$ cat src/sv/assert_macros.svh
// Assertion macros used by the store's top-level RTL file.
`ifndef ASSERT_MACROS_SVH
`define ASSERT_MACROS_SVH
`ifndef SYNTHESIS
`define ASSERT_CLK(label, clk, rst_n, prop, msg) \
    label: assert property (@(posedge clk) disable iff (!rst_n) prop) else $error(msg);
`define ASSERT_ALWAYS(label, clk, prop, msg) \
    label: assert property (@(posedge clk) prop) else $error(msg);
`else
`define ASSERT_CLK(label, clk, rst_n, prop, msg)
`define ASSERT_ALWAYS(label, clk, prop, msg)
`endif
`endif

$ cat src/sv/sdms_pkg.sv
// Package: types, constants and score function of the message store.
package sdms_pkg;
    localparam int StoreDepth = 256;
    localparam int IdxW = $clog2(StoreDepth);
    localparam int CntW = IdxW + 1;
    localparam int ScoreW = 24;

    typedef enum logic [2:0] {
        OUT_FILTERED  = 3'd0,
        OUT_DUPLICATE = 3'd1,
        OUT_APPENDED  = 3'd2,
        OUT_REPLACED  = 3'd3,
        OUT_REJECTED  = 3'd4
    } t_outcome;

    typedef enum logic {
        REG_CAPACITY = 1'b0,
        REG_MIN_DIFF = 1'b1
    } t_reg_idx;

    typedef struct packed {
        logic [31:0] id;
        logic [7:0]  difficulty;
        logic [15:0] created;
        logic [15:0] size;
    } t_entry;

    // token type: a valid flag, a store index and an entry
    typedef struct packed {
        logic              valid;
        logic [IdxW-1:0]   idx;
        t_entry            ent;
    } t_tok;

    // score*16 = d*16000 - age*16 - size
    function automatic logic signed [ScoreW-1:0] score16(
        input logic [7:0] d, input logic [15:0] c, input logic [15:0] s,
        input logic [15:0] today);
        logic [15:0] age;
        logic signed [ScoreW-1:0] r;
        begin
            age = (today > c) ? (today - c) : 16'd0;
            r = $signed({2'b0, d * 22'd16000}) - $signed({4'b0, age, 4'b0})
                - $signed({8'b0, s});
            return r;
        end
    endfunction
endpackage

$ cat src/sv/sdms_cell.sv
// One store cell: holds an entry and takes its neighbour's entry when the ring shifts.
module sdms_cell
    import sdms_pkg::*;
(
    input  logic   i_clk,
    input  logic   i_shift,
    input  t_entry i_prev,
    output t_entry o_ent
);
    t_entry r_ent;
    always_ff @(posedge i_clk) begin
        if (i_shift) begin
            r_ent <= i_prev;
        end
    end
    assign o_ent = r_ent;
endmodule

$ cat config.mk
export PLATFORM = sky130hd
export DESIGN_NAME = sdms_cell
export DESIGN_NICKNAME = d
export VERILOG_FILES = /design/src/sv/assert_macros.svh /design/src/sv/sdms_pkg.sv /design/src/sv/sdms_cell.sv
export SDC_FILE = /design/constraint.sdc
export NUM_CORES = 1
export LEC_CHECK = 0
export ABC_AREA = 1
export BUFFER_PORTS_ARGS = -buffer_cell sky130_fd_sc_hd__buf_2
export CAP_MARGIN = 20
export CELL_PAD_IN_SITES_DETAIL_PLACEMENT = 0
export CELL_PAD_IN_SITES_GLOBAL_PLACEMENT = 1
export CORE_MARGIN = 2
export CORE_UTILIZATION = 32
export CTS_CLUSTER_SIZE = 20
export DETAILED_ROUTE_END_ITERATION = 8
export GPL_TIMING_DRIVEN = 0
export PLACE_DENSITY = 0.76
export RECOVER_POWER = 25
export SLEW_MARGIN = 20
export SYNTH_ARGS = -nofsm -noshare
export SYNTH_HDL_FRONTEND = slang
export SYNTH_SLANG_ARGS = --single-unit
$ cat constraint.sdc
create_clock -name i_clk -period 0.8 [get_ports i_clk]
set_input_delay 0.16 -clock i_clk [delete_from_list [all_inputs] [get_ports i_clk]]
set_output_delay 0.16 -clock i_clk [all_outputs]
set_load 0.05 [all_outputs]
# Word level (Yosys, flattened, before mapping)
# Index checks and enable logic that the tools add are counted.
# totals
output_inout_bits,72
latchBits,0
ramBits,0
rom_bits,0
mem_count,0
ff_bits,72
word_cells,4
# classes
multipliers,0
order_cmp,0
shifts,0
reduce_logical,0
n_div,0
mux,0
bitwise_logic,0
n_addsub,0
n_eq_ne,0

# Depth between registers and ports, before layout
# depth
word_depth,0
depth_mapped,0

# Least setup slack after synthesis
# No wires, ideal clock.
# synth_timing
kind,register to output
start,"reg r_ent, in the netlist o_ent[0]"
end,out o_ent[0] (netlist name)
path_stages_with_launch,1
t_arrival_ps,601
setup_slack_ps,39
path_buffers,0
path_cell_list,edfxtp_1
# synth_rtl
item,line_no,text
"start, declared",sdms_cell.sv:10,t_entry r_ent;
"start signal, assigned",sdms_cell.sv:13,r_ent <= i_prev;
"end, declared",sdms_cell.sv:8,output t_entry o_ent
# No word-level cell between the ends.

# Final worst setup path
# layout_timing
start,"reg r_ent, in the netlist o_ent[24]"
end,out o_ent[24] (netlist name)
# No word-level cell between the ends.

==> impl_metrics.ini <==
[status]
status = complete, but fails checks
violations = negative setup slack

[detailed_routing]
vias_per_cell = 4.25
wl_um = 6050
ant_nets = 0
dr.pass1.iters = 4
wire_per_inst_um = 15.8
drtIter0Drc = 68
drcViolationCount = 0
vias = 1629

[critical_path]
crit_buf_inv = 1
critPathKind = flip-flop to output port
crit_fanout = 1
start_kind = flip-flop
path_cells = buf_6
arrival_ns = 0.93
path_delay_family = flip-flops
required_ns = 0.64
worstSetupEndpointType = output port
crit_path_top_delay_cell = edfxtp_1
cpPeakStageDelay_ns = 0.42

[clock_network]
cts_buffer_depth = 2
cts-root-buf = clkbuf_8
cts.sinks = 72
post_cts_buffers = 0
htree_levels = 3
cts_tree = done
cts_inserted_buffers = 9
clkTransAtPathRegs_ns = 0.08

[global_routing]
grt_use_total_pct = 16.7
grt_remaining_overflow = 0
grt_max_degree = 50
grt_pass1_vias = 1757
antenna_found_initial = 0
grt_pass1_wl_um = 8910

[place]
portBuffers = 145
dpl_worst_slack_ns = -0.303
gp_congestion = 0.635

[timing]
layout_setup_ws_ns = -0.293
slew_headroom_pct = 56.2
fin_crit_ns = 1.09
period_share_pct = 137
maxSlewViolCount = 0
max_freq_ghz = 0.915
worstMarginPinSlew_ns = 0.656
finalSetupViolCount = 121
rsz0062_at_grt = yes
finalHoldViolCount = 0

[synth]
synth_compound_area_share_pct = 0
synth_fa_ha_area_share_pct = 0
synth_mux_area_share_pct = 0
synth-xor-area-share_pct = 0
ys_types = 1
synth_cells = 72
yosysSeqAreaShare_pct = 100
syn_nets = 146
avgSynthCellArea_um2 = 30.0
yosys.area_share.simple_pct = 0
synth_area_um2 = 2160
yosys_warnings = 0
synth-seq-cells = 72

[floorplanning]
fp.dieH_um = 86.2
fp.dieArea_um2 = 7430
num_rows = 29
fp.coreArea_um2 = 6460
die_w_um = 86.2
io_pins = 146
start_util_pct = 33.5

[power_and_ir_drop]
pwr-share-comb_pct = 23.1
seqPwrFrac_pct = 48.1
sw_frac_of_total_pct = 29.1
p_switching_uw = 2800
p_int_uw = 6820
clock_power_share_pct = 28.8
p_leak_uw = 0.00183
power_density_nw_per_um2 = 2200
peakVddDrop_v = 0.00113

[finish]
final_util_pct = 67.8
n_antenna_cell = 0
largest_reg_flops = 72
layout-drive-gt1-share_pct = 52.6
multiInputGateArea_um2 = 0
area_delta_synth_final_pct = 102
fin_nets = 375
num-multi-input-gates = 0

[min_path]
hp-class = primary input to flip-flop

[run]
maxCapViolCount = 0
[power by group through the flow]
stage	logic (µW)	clock network [µW]	registers, µW
floorplan	0	0	5690
global placement	1560	0	4620
detailed placement	1590	0	4630
CTS	2210	2890	4620
global route	2290	3030	4660
finish	2220	2780	4630
[metal layers]
| metal | wire length [µm] | GRT usage (%) | vias to the layer above |
|---|---|---|---|
| met5 | 0 | 0 | - |
| met4 | 92 | 6.39 | 0 |
| li1 | - | - | 752 |
| met3 | 469 | 6.10 | 9 |
| met1 | 2010 | 15.8 | 784 |
| met2 | 3480 | 32.4 | 84 |
[synth_stat cells (all sizes together)]
master	instances	share of area, %
edfxtp	72	100
[cell families after synthesis]
kind of cell  count (synthesis)
DFF                          72
[layout by cell type, fill, tap and decap left out]
master	instances
dlygate4sd3_1	72
buf_2	72
edfxtp_1	72
buf_6	72
clkbuf_8	9
clkinvlp_4	2
inv_6	1
bufinv_16	1
clkinv_4	1
clkinv_2	1
clkinv_1	1
clkbuf_2	1
buf_16	1
[metrics by stage]
| step | instance area, µm² | cells | hold slack [ns] | total power (µW) | setup TNS, ns |
|---|---|---|---|---|---|
| floorplan | 2160 | 72 | 0.259 | 5690 | 0 |
| global placement | 2980 | 294 | 0.336 | 6180 | -64.81 |
| detailed placement | 3010 | 295 | 0.338 | 6220 | -14.68 |
| CTS | 4380 | 383 | 0.219 | 9720 | -19.46 |
| global route | 4380 | 383 | 0.487 | 9980 | -31.37 |
| finish | 4380 | 383 | 0.504 | 9630 | -27.40 |
[repair_timing]
action | 4_1_cts | 5_1_grt
setup endpoints to repair | 72 | 72
endpoints found under the hold margin | 72 | 0
hold buffers | 72 | 0
gates resized for setup | 144 | 0
pin swaps | 0 | 0
[path summary, 6_finish.rpt]
check	from	endpoint	slack, ns	cells after the start
max	o_ent[24]	o_ent[24]	-0.29	1
min	i_shift	o_ent[34]	0.50	1
[cell type report]
cell class              count  area [µm²]
clock buffers               9         124
clock inverters             7        71.3
fillers                   452        2080
flip-flops and latches     72        2160
well taps                  77        96.3
repair buffers            218        1920
Note: power is estimated with default switching activity, not from simulation.
